File: config.mk
export PLATFORM = sky130hd
export DESIGN_NAME = nrmc_field_core
export DESIGN_NICKNAME = d
export VERILOG_FILES = /design/src/design/nrmc_pkg.sv /design/src/design/nrmc_field_core.sv
export SDC_FILE = /design/constraint.sdc
export NUM_CORES = 1
export LEC_CHECK = 0
export BUFFER_PORTS_ARGS = -buffer_cell sky130_fd_sc_hd__buf_4
export CAP_MARGIN = 20
export CORE_ASPECT_RATIO = 1.2
export CORE_MARGIN = 3
export CORE_UTILIZATION = 47
export DETAILED_ROUTE_END_ITERATION = 7
export MAX_ROUTING_LAYER = met4
export PLACE_DENSITY = 0.68
export SLEW_MARGIN = 10
export SYNTH_ARGS = -nofsm -noshare
export SYNTH_HDL_FRONTEND = slang
export SYNTH_SLANG_ARGS = --single-unit
File: constraint.sdc
create_clock -name clk -period 3.2 [get_ports clk]
set_input_delay 0.8 -clock clk [delete_from_list [all_inputs] [get_ports clk]]
set_output_delay 0.8 -clock clk [all_outputs]
set_load 0.05 [all_outputs]
File: src/design/nrmc_pkg.sv
// ----------------------------------------------------------------------------
// NMEA RMC field parser package
// Shared types, character codes, field numbers and the message id table.
// ----------------------------------------------------------------------------
package nrmc_pkg;

    localparam int NRMC_ACC_WIDTH = 32;
    localparam int NRMC_OUT_WIDTH = 32;
    localparam int NRMC_ID_LEN    = 6;

    // Character codes used by the parser.
    localparam logic [7:0] CH_DOLLAR   = 8'h24;
    localparam logic [7:0] CH_COMMA    = 8'h2C;
    localparam logic [7:0] CH_LF       = 8'h0A;
    localparam logic [7:0] CH_DOT      = 8'h2E;
    localparam logic [7:0] CH_A        = 8'h41;
    localparam logic [7:0] CH_N        = 8'h4E;
    localparam logic [7:0] CH_W        = 8'h57;
    localparam logic [7:0] CH_ZERO     = 8'h30;

    // Field numbers within a sentence.
    localparam logic [7:0] FLD_HEADER  = 8'd0;
    localparam logic [7:0] FLD_TIME    = 8'd1;
    localparam logic [7:0] FLD_STATUS  = 8'd2;
    localparam logic [7:0] FLD_LAT     = 8'd3;
    localparam logic [7:0] FLD_LAT_HEM = 8'd4;
    localparam logic [7:0] FLD_LON     = 8'd5;
    localparam logic [7:0] FLD_LON_HEM = 8'd6;
    localparam logic [7:0] FLD_SPEED   = 8'd7;
    localparam logic [7:0] FLD_COURSE  = 8'd8;

    localparam logic [7:0] CNT_MAX     = 8'hFF;

    typedef struct packed {
        logic [NRMC_OUT_WIDTH-1:0] fix_time;
        logic [NRMC_OUT_WIDTH-1:0] latitude;
        logic [NRMC_OUT_WIDTH-1:0] longitude;
        logic [NRMC_OUT_WIDTH-1:0] ground_speed;
        logic [NRMC_OUT_WIDTH-1:0] track_course;
        logic                      status_ok;
        logic                      header_bad;
        logic                      lat_not_north;
        logic                      lon_not_west;
    } nrmc_fix_t;

    // Expected message id "$GPRMC", one character per byte position.
    function automatic logic [7:0] id_char(input logic [2:0] pos);
        logic [7:0] c;
        case (pos)
            3'd0:    c = 8'h24;
            3'd1:    c = 8'h47;
            3'd2:    c = 8'h50;
            3'd3:    c = 8'h52;
            3'd4:    c = 8'h4D;
            3'd5:    c = 8'h43;
            default: c = 8'h00;
        endcase
        return c;
    endfunction

endpackage

File: src/design/nrmc_field_core.sv
// ----------------------------------------------------------------------------
// RMC field core
// Holds the sentence state and updates it for one byte per step.
// ----------------------------------------------------------------------------
module nrmc_field_core
    import nrmc_pkg::*;
#(
    parameter int ACC_WIDTH = NRMC_ACC_WIDTH
) (
    input  logic      clk,
    input  logic      rst_n,
    input  logic      step,
    input  logic [7:0] rx_byte,
    output nrmc_fix_t fix
);

    logic [7:0]           field_index_reg, field_index_next;
    logic [7:0]           byte_position_reg, byte_position_next;
    logic [ACC_WIDTH-1:0] time_acc_reg, time_acc_next;
    logic [ACC_WIDTH-1:0] lat_acc_reg, lat_acc_next;
    logic [ACC_WIDTH-1:0] lon_acc_reg, lon_acc_next;
    logic [ACC_WIDTH-1:0] speed_acc_reg, speed_acc_next;
    logic [ACC_WIDTH-1:0] course_acc_reg, course_acc_next;
    logic [3:0]           error_marks_reg, error_marks_next;

    // Effective state once a '$' has cleared the sentence.
    logic                 restart;
    logic [7:0]           cur_field;
    logic [7:0]           cur_pos;
    logic [ACC_WIDTH-1:0] cur_time, cur_lat, cur_lon, cur_speed, cur_course;
    logic [3:0]           cur_marks;
    logic [ACC_WIDTH-1:0] digit_in;

    // acc * 10 + (byte - 48), folded into two shifts and adds.
    function automatic logic [ACC_WIDTH-1:0] push_digit(
        input logic [ACC_WIDTH-1:0] acc,
        input logic [ACC_WIDTH-1:0] dig
    );
        return (acc << 3) + (acc << 1) + dig;
    endfunction

    always_comb
    begin
        restart    = (rx_byte == CH_DOLLAR);
        cur_field  = restart ? '0 : field_index_reg;
        cur_pos    = restart ? '0 : byte_position_reg;
        cur_time   = restart ? '0 : time_acc_reg;
        cur_lat    = restart ? '0 : lat_acc_reg;
        cur_lon    = restart ? '0 : lon_acc_reg;
        cur_speed  = restart ? '0 : speed_acc_reg;
        cur_course = restart ? '0 : course_acc_reg;
        cur_marks  = restart ? '0 : error_marks_reg;
        digit_in   = ACC_WIDTH'(rx_byte) - ACC_WIDTH'(CH_ZERO);

        field_index_next   = cur_field;
        byte_position_next = (cur_pos == CNT_MAX) ? cur_pos : cur_pos + 8'd1;
        time_acc_next      = cur_time;
        lat_acc_next       = cur_lat;
        lon_acc_next       = cur_lon;
        speed_acc_next     = cur_speed;
        course_acc_next    = cur_course;
        error_marks_next   = cur_marks;

        if (rx_byte == CH_COMMA)
        begin
            if (cur_field != CNT_MAX)
            begin
                field_index_next = cur_field + 8'd1;
            end
        end
        else if (rx_byte != CH_LF && rx_byte != CH_DOT)
        begin
            case (cur_field)
                FLD_HEADER:
                begin
                    if (cur_pos >= 8'(NRMC_ID_LEN) || rx_byte != id_char(cur_pos[2:0]))
                    begin
                        error_marks_next[1] = 1'b1;
                    end
                end
                FLD_TIME:    time_acc_next   = push_digit(cur_time, digit_in);
                FLD_STATUS:
                begin
                    if (rx_byte != CH_A)
                    begin
                        error_marks_next[0] = 1'b1;
                    end
                end
                FLD_LAT:     lat_acc_next    = push_digit(cur_lat, digit_in);
                FLD_LAT_HEM:
                begin
                    if (rx_byte != CH_N)
                    begin
                        error_marks_next[2] = 1'b1;
                    end
                end
                FLD_LON:     lon_acc_next    = push_digit(cur_lon, digit_in);
                FLD_LON_HEM:
                begin
                    if (rx_byte != CH_W)
                    begin
                        error_marks_next[3] = 1'b1;
                    end
                end
                FLD_SPEED:   speed_acc_next  = push_digit(cur_speed, digit_in);
                FLD_COURSE:  course_acc_next = push_digit(cur_course, digit_in);
                default:
                begin
                end
            endcase
        end

        // A line feed never coincides with a restart, so the stored state is
        // exactly what the result reports.
        fix.fix_time      = NRMC_OUT_WIDTH'(time_acc_reg);
        fix.latitude      = NRMC_OUT_WIDTH'(lat_acc_reg);
        fix.longitude     = NRMC_OUT_WIDTH'(lon_acc_reg);
        fix.ground_speed  = NRMC_OUT_WIDTH'(speed_acc_reg);
        fix.track_course  = NRMC_OUT_WIDTH'(course_acc_reg);
        fix.status_ok     = ~error_marks_reg[0];
        fix.header_bad    = error_marks_reg[1];
        fix.lat_not_north = error_marks_reg[2];
        fix.lon_not_west  = error_marks_reg[3];
    end

    always_ff @(posedge clk or negedge rst_n)
    begin
        if (!rst_n)
        begin
            field_index_reg   <= '0;
            byte_position_reg <= '0;
            time_acc_reg      <= '0;
            lat_acc_reg       <= '0;
            lon_acc_reg       <= '0;
            speed_acc_reg     <= '0;
            course_acc_reg    <= '0;
            error_marks_reg   <= '0;
        end
        else if (step)
        begin
            field_index_reg   <= field_index_next;
            byte_position_reg <= byte_position_next;
            time_acc_reg      <= time_acc_next;
            lat_acc_reg       <= lat_acc_next;
            lon_acc_reg       <= lon_acc_next;
            speed_acc_reg     <= speed_acc_next;
            course_acc_reg    <= course_acc_next;
            error_marks_reg   <= error_marks_next;
        end
    end

endmodule
=== Yosys cells after proc, flatten, opt, wreduce, memory -nomap -nowiden ===
Index checks and enable logic that the tools add are counted.

* Flip-flop bits (word level): 180
* Latch bits: 0
* Bits in writable memories: 0
* Bits in read-only memories: 0
* Bits of input ports: 11
* Output and inout port bits: 164
* Memories: 0

* Add/subtract/negate cells: 13
* Multipliers: 0
* Div/mod/pow operators: 0
* Magnitude comparators: 1
* Equality and inequality tests: 23
* Shift-type cells: 0
* Mux-type cells: 40
* Bitwise logic cells: 1
* Reduce and logical (&&, ||, !) cells: 4

{| class="wikitable"
|+ Operator list
! operator !! number
|-
| $mux 32 || 20
|-
| $add 32x32->32 || 10
|-
| $mux 8 || 8
|-
| $pmux 7 s6 || 1
|-
| $eq 8x3->1 const B || 4
|-
| $ne 8x7->1 const B || 3
|-
| $add 8x1->8 const B || 2
|-
| $eq 8x2->1 const B || 2
|-
| $eq 8x6->1 const B || 2
|-
| $mux 4 || 3
|-
| $sub 8x6->9 const B || 1
|-
| $eq 8x1->1 const B || 1
|-
| $eq 8x4->1 const B || 1
|-
| $eq 8x8->1 const B || 1
|-
| $ge 8x3->1 const B || 1
|-
| $logic_not 8->1 || 1
|-
| $mux 1 || 8
|-
| $ne 8x4->1 const B || 1
|-
| $ne 8x6->1 const B || 1
|-
| $ne 8x8->1 || 1
|-
| $ne 8x8->1 const B || 1
|-
| $eq 3x2->1 const B || 2
|-
| $eq 3x3->1 const B || 2
|-
| $eq 3x1->1 const B || 1
|-
| other kinds (4) || 4
|}

=== Longest topological paths before layout ===
* Depth after elaboration: 13
* Mapped depth: 24

=== Least setup slack after synthesis ===
OpenSTA, ideal clock, no wires.

* Path type: input port to flip-flop
* Start: in rx_byte[4]
* End: reg lat_acc_reg[29]
* Library setup time: 129 ps
* Arrival: 8,823 ps
* Data required time: 3,071 ps
* Setup slack: -5,751 ps
* Cell stages on the path: 13
* Buffers on the path: 1
* Cell sequence: ha_1 -> nor3_2 -> inv_1 -> fa_1 -> inv_1 -> ha_1 -> clkbuf_1 -> a21o_1 -> a31o_2 -> or4_1 -> a31oi_1 -> xor2_1 -> o21ai_1

* Word-level cells in the longest chain between the ends: 7

{| class="wikitable"
|+ Ends and longest elaborated chain
! item !! RTL line !! source
|-
| from (decl) || nrmc_field_core.sv:13 || <nowiki>input logic [7:0] rx_byte,</nowiki>
|-
| $eq 8x6->1 || nrmc_field_core.sv:44 || <nowiki>restart = (rx_byte == CH_DOLLAR);</nowiki>
|-
| $mux 32 || nrmc_field_core.sv:48 || <nowiki>cur_lat = restart ? '0 : lat_acc_reg;</nowiki>
|-
| $add 32x32->32 (2 in a row) || nrmc_field_core.sv:39 || <nowiki>return (acc << 3) + (acc << 1) + dig;</nowiki>
|-
| $mux 32 || nrmc_field_core.sv:73 || <nowiki>case (cur_field)</nowiki>
|-
| $mux 32 || nrmc_field_core.sv:71 || <nowiki>else if (rx_byte != CH_LF && rx_byte != CH_DOT)</nowiki>
|-
| $mux 32 * || nrmc_field_core.sv:64 || <nowiki>if (rx_byte == CH_COMMA)</nowiki>
|-
| to (signal assigned) || nrmc_field_core.sv:144 || <nowiki>lat_acc_reg <= lat_acc_next;</nowiki>
|-
| to (decl) || nrmc_field_core.sv:20 || <nowiki>logic [ACC_WIDTH-1:0] lat_acc_reg, lat_acc_next;</nowiki>
|}

Mark *: on every way between the ends. The rest lies on a longest branch, timed or not.
A chain may end at the register's enable or synchronous reset.

=== Worst setup path after layout ===
* Start: in rx_byte[4]
* End: reg lon_acc_reg[26]

* Word-level cells in the longest chain between the ends: 7

{| class="wikitable"
|+ Ends and longest elaborated chain
! item !! RTL line !! source
|-
| $eq 8x6->1 || nrmc_field_core.sv:44 ||
|-
| $mux 32 || nrmc_field_core.sv:49 || <nowiki>cur_lon = restart ? '0 : lon_acc_reg;</nowiki>
|-
| $add 32x32->32 (2 in a row) || nrmc_field_core.sv:39 ||
|-
| $mux 32 || nrmc_field_core.sv:73 ||
|-
| $mux 32 || nrmc_field_core.sv:71 ||
|-
| $mux 32 * || nrmc_field_core.sv:64 ||
|-
| to (signal assigned) || nrmc_field_core.sv:145 || <nowiki>lon_acc_reg <= lon_acc_next;</nowiki>
|-
| to (decl) || nrmc_field_core.sv:21 || <nowiki>logic [ACC_WIDTH-1:0] lon_acc_reg, lon_acc_next;</nowiki>
|}

Marked as above.

==> flow_summary.ini <==
[yosys]
yosysSeqAreaShare_pct = 23.2
synth_cell_types = 97
ys_warn_count = 0
synth.cell_area_mm2 = 0.0194
syn_area_per_cell_um2 = 8.38
ys_seq_elements = 180
syn-num-nets = 2633
async_reset_ff_share_pct = 100
synth_edf_count = 0
syn_inst = 2320
ys.flop_type = dfrtp_1

[clocking]
cts_root_buf = clkbuf_16
clkLatencyLatePin_ps = 470
clock-sinks = 180
cts_tree = yes
cts.reportedPaths.clkPinSlew_ps = 70
cts-buffers-inserted = 17
clock_path_buffers = 2
htree_num_levels = 4

[final_layout]
final_nets = 3456
drive_above_1_share_pct = 49.3
diodes = 0
fin_cells = 3695
syn_to_final_growth_pct = 64.3
stdcell_area_mm2 = 0.0319

[global_route]
grt_overflow_total = 0
grt_pass1_wl_um = 111000
grt_usage_pct = 31.6
antenna_found_initial = 0
grt_max_degree = 56
grt_pass1_vias = 22300

[floorplanning]
die_y_um = 229
num_rows = 81
start_util_pct = 47.6
ios = 175
die-area_mm2 = 0.0439
die_x_um = 192
core_area_mm2 = 0.0408

[route]
drt_iter0_drc = 1279
num_vias = 21600
wire_per_inst_um = 20.5
drc = 0
wl_um = 75600
avgViaCountPerCell = 5.84
firstDrtPassIters = 8
ant_nets = 0

[critical_path]
rrSetupSlack_ps = -240
r2r_cells = 15
crit_type = in2reg
crit_cells = 21
cp.required_ps = 3560
critPathArrivalTime_ps = 4740
cp-startpoint = rx_byte[4]
r2r_start = course_acc_reg[12]$_DFFE_PN0P_
crit_family = compound AO/OA/AOI/OAI gates
crit_path_end = lon_acc_reg[26]$_DFFE_PN0P_
timing.rr.end = course_acc_reg[27]$_DFFE_PN0P_
worstPathMaxFanout = 7
slowest_delay_ps = 500
crit_chain = buf_8 > clkinvlp_4 > ha_4 > nand2_4 > or4b_4 > nor2_4 > buf_12 > buf_8 > buf_16 > nor2_1 > ha_1 > a31o_2 > ha_4 > nor3_1 > a21oi_4 > a21boi_4 > o21bai_4 > a41o_1 > o41a_1 > xor2_1 > a22o_1
worst_path_max_delay_cell = or4b_4
cp.buffers_inverters = 5
cp-start-kind = input port
worstSetupEndpointType = flip-flop

[sta]
finalCriticalPeriod_ps = 4390
fmax_mhz = 228
relSlewSlack_pct = 63.7
whs_ps = 293
tns_ps = -96380
final_hold_viol_count = 0
tightest_slew_ps = 545
rsz0062_at_grt = true
timing.final.crit_share_pct = 137
setup_ws_ps = -1190
fin_skew_ps = 11.1
setup_viol = 129
slew_viol_final = 0

[flow_run]
maxCapViolCount = 0

[placed_design]
dp_slack_ps = -1700
io_buffers = 174
dp_hpwl_um = 48100
gp_congestion = 0.924
placed_area_mm2 = 0.0273
post-place-cells = 3548

[worst_hold_path]
hold_class = in2async

[pwr]
p_leak_nw = 15.2
ir_worst_vdd_uv = 394
power.density_mw_per_mm2 = 204

[status]
violations = negative setup slack
status = complete, but fails checks
## final cells by class
class | instances | area (µm²)
multi-input cells | 1925 | 18000
fillers | 2545 | 8900
repair buffers | 892 | 7600
flip-flops and latches | 180 | 4500
well taps | 539 | 674
inverters | 127 | 495
clock buffers | 21 | 460
clock inverters | 11 | 175
## power breakdown
| part | switching, W | internal, W | total [W] |
|---|---|---|---|
| clock | 0.00107 | 0.00136 | 0.00243 |
| sequential | 0.0000709 | 0.00232 | 0.00239 |
| combinational | 0.000900 | 0.000810 | 0.00171 |
## cells in the mapped netlist (5+ instances only)
master | instances | area [µm²]
a22o_1 | 32 | 280
or3_1 | 11 | 68.8
and3_1 | 13 | 81.3
buf_1 | 11 | 41.3
o21ai_0 | 183 | 916
mux2i_1 | 7 | 70.1
nor3_1 | 20 | 100
a211o_1 | 6 | 52.6
or2_2 | 7 | 43.8
dfrtp_1 | 180 | 4500
a41oi_1 | 5 | 43.8
o31ai_1 | 11 | 82.6
nor4_1 | 6 | 37.5
nand4_1 | 12 | 75.1
o21ai_1 | 17 | 85.1
xnor2_1 | 173 | 1520
xor2_1 | 73 | 639
a211oi_1 | 15 | 113
and4_1 | 6 | 52.6
o21bai_1 | 19 | 143
and2_1 | 18 | 113
nand3_1 | 36 | 180
a32o_1 | 15 | 150
o21a_1 | 19 | 143
fa_1 | 40 | 801
buf_2 | 16 | 80.1
a21o_1 | 53 | 398
nor2_1 | 187 | 702
ha_1 | 262 | 3280
inv_1 | 127 | 477
nand2_1 | 286 | 1070
a31o_2 | 103 | 902
o211ai_1 | 12 | 90.1
nor2b_1 | 19 | 119
a21oi_1 | 129 | 646
a31oi_1 | 16 | 100
nand2b_1 | 32 | 200
clkbuf_1 | 56 | 210
## per-stage QoR
stage	util, %	total power, W
2_1_floorplan	-	0.00329
3_3_place_gp	66.8	0.00380
3_5_place_dp	66.8	0.00385
4_1_cts	73.0	0.00634
5_1_grt	78.2	0.00677
6_report	78.2	0.00653
## metal layers
| metal | vias up | part of all wire [%] | track usage (%) |
|---|---|---|---|
| met5 | - | 0 | - |
| met4 | 0 | 5.6 | 14.2 |
| met3 | 314 | 5.2 | 3.62 |
| met2 | 770 | 51 | 55.4 |
| met1 | 10600 | 38 | 35.9 |
| li1 | 9922 | - | - |
## worst min path at each step
stage                     slack (ps)                              to                           start  cells after the start
final                            290   speed_acc_reg[14]$_DFFE_PN0P_                           rst_n                      1
after global routing             320   speed_acc_reg[14]$_DFFE_PN0P_                           rst_n                      1
after CTS                        310   speed_acc_reg[14]$_DFFE_PN0P_                           rst_n                      1
after detailed placement         490     lon_acc_reg[31]$_DFFE_PN0P_     lon_acc_reg[31]$_DFFE_PN0P_                      2
after global placement           480   speed_acc_reg[31]$_DFFE_PN0P_   speed_acc_reg[31]$_DFFE_PN0P_                      2
after floorplan                  450  error_marks_reg[2]$_DFFE_PN0P_  error_marks_reg[2]$_DFFE_PN0P_                      2
## cell usage in the layout, fill, tap and decap left out, types with 20 or more instances in the layout
cell type	n
a21o_1	53
a21oi_1	56
a21oi_2	58
a22o_1	32
a31o_2	61
a31o_4	42
buf_12	33
buf_4	778
buf_6	62
clkbuf_16	20
dfrtp_1	180
fa_1	35
ha_1	109
ha_2	48
ha_4	105
inv_1	107
nand2_1	264
nand2b_1	22
nand3_1	28
nor2_1	134
nor2_2	24
nor2_4	31
o21ai_0	44
o21ai_1	118
o21ai_2	31
xnor2_1	150
xor2_1	66
## cell families after synthesis
| logic type | after synthesis | synth area share (%) |
|---|---|---|
| flops | 180 | 23.2 |
| mux | 8 | 0.418 |
| fa+ha+maj | 302 | 21.0 |
| simple gates | 677 | 15.9 |
| buf+inv | 215 | 4.39 |
| xor+xnor | 246 | 11.1 |
| compound gates | 692 | 24.1 |
## repair_timing
action	CTS	global route
setup buffers	53	69
setup endpoints to repair	128	134
resized for setup	288	316
gates cloned	7	4
hold buffers	0	0
pin swaps	159	236
No activity file was read; power rests on OpenSTA's default activity.
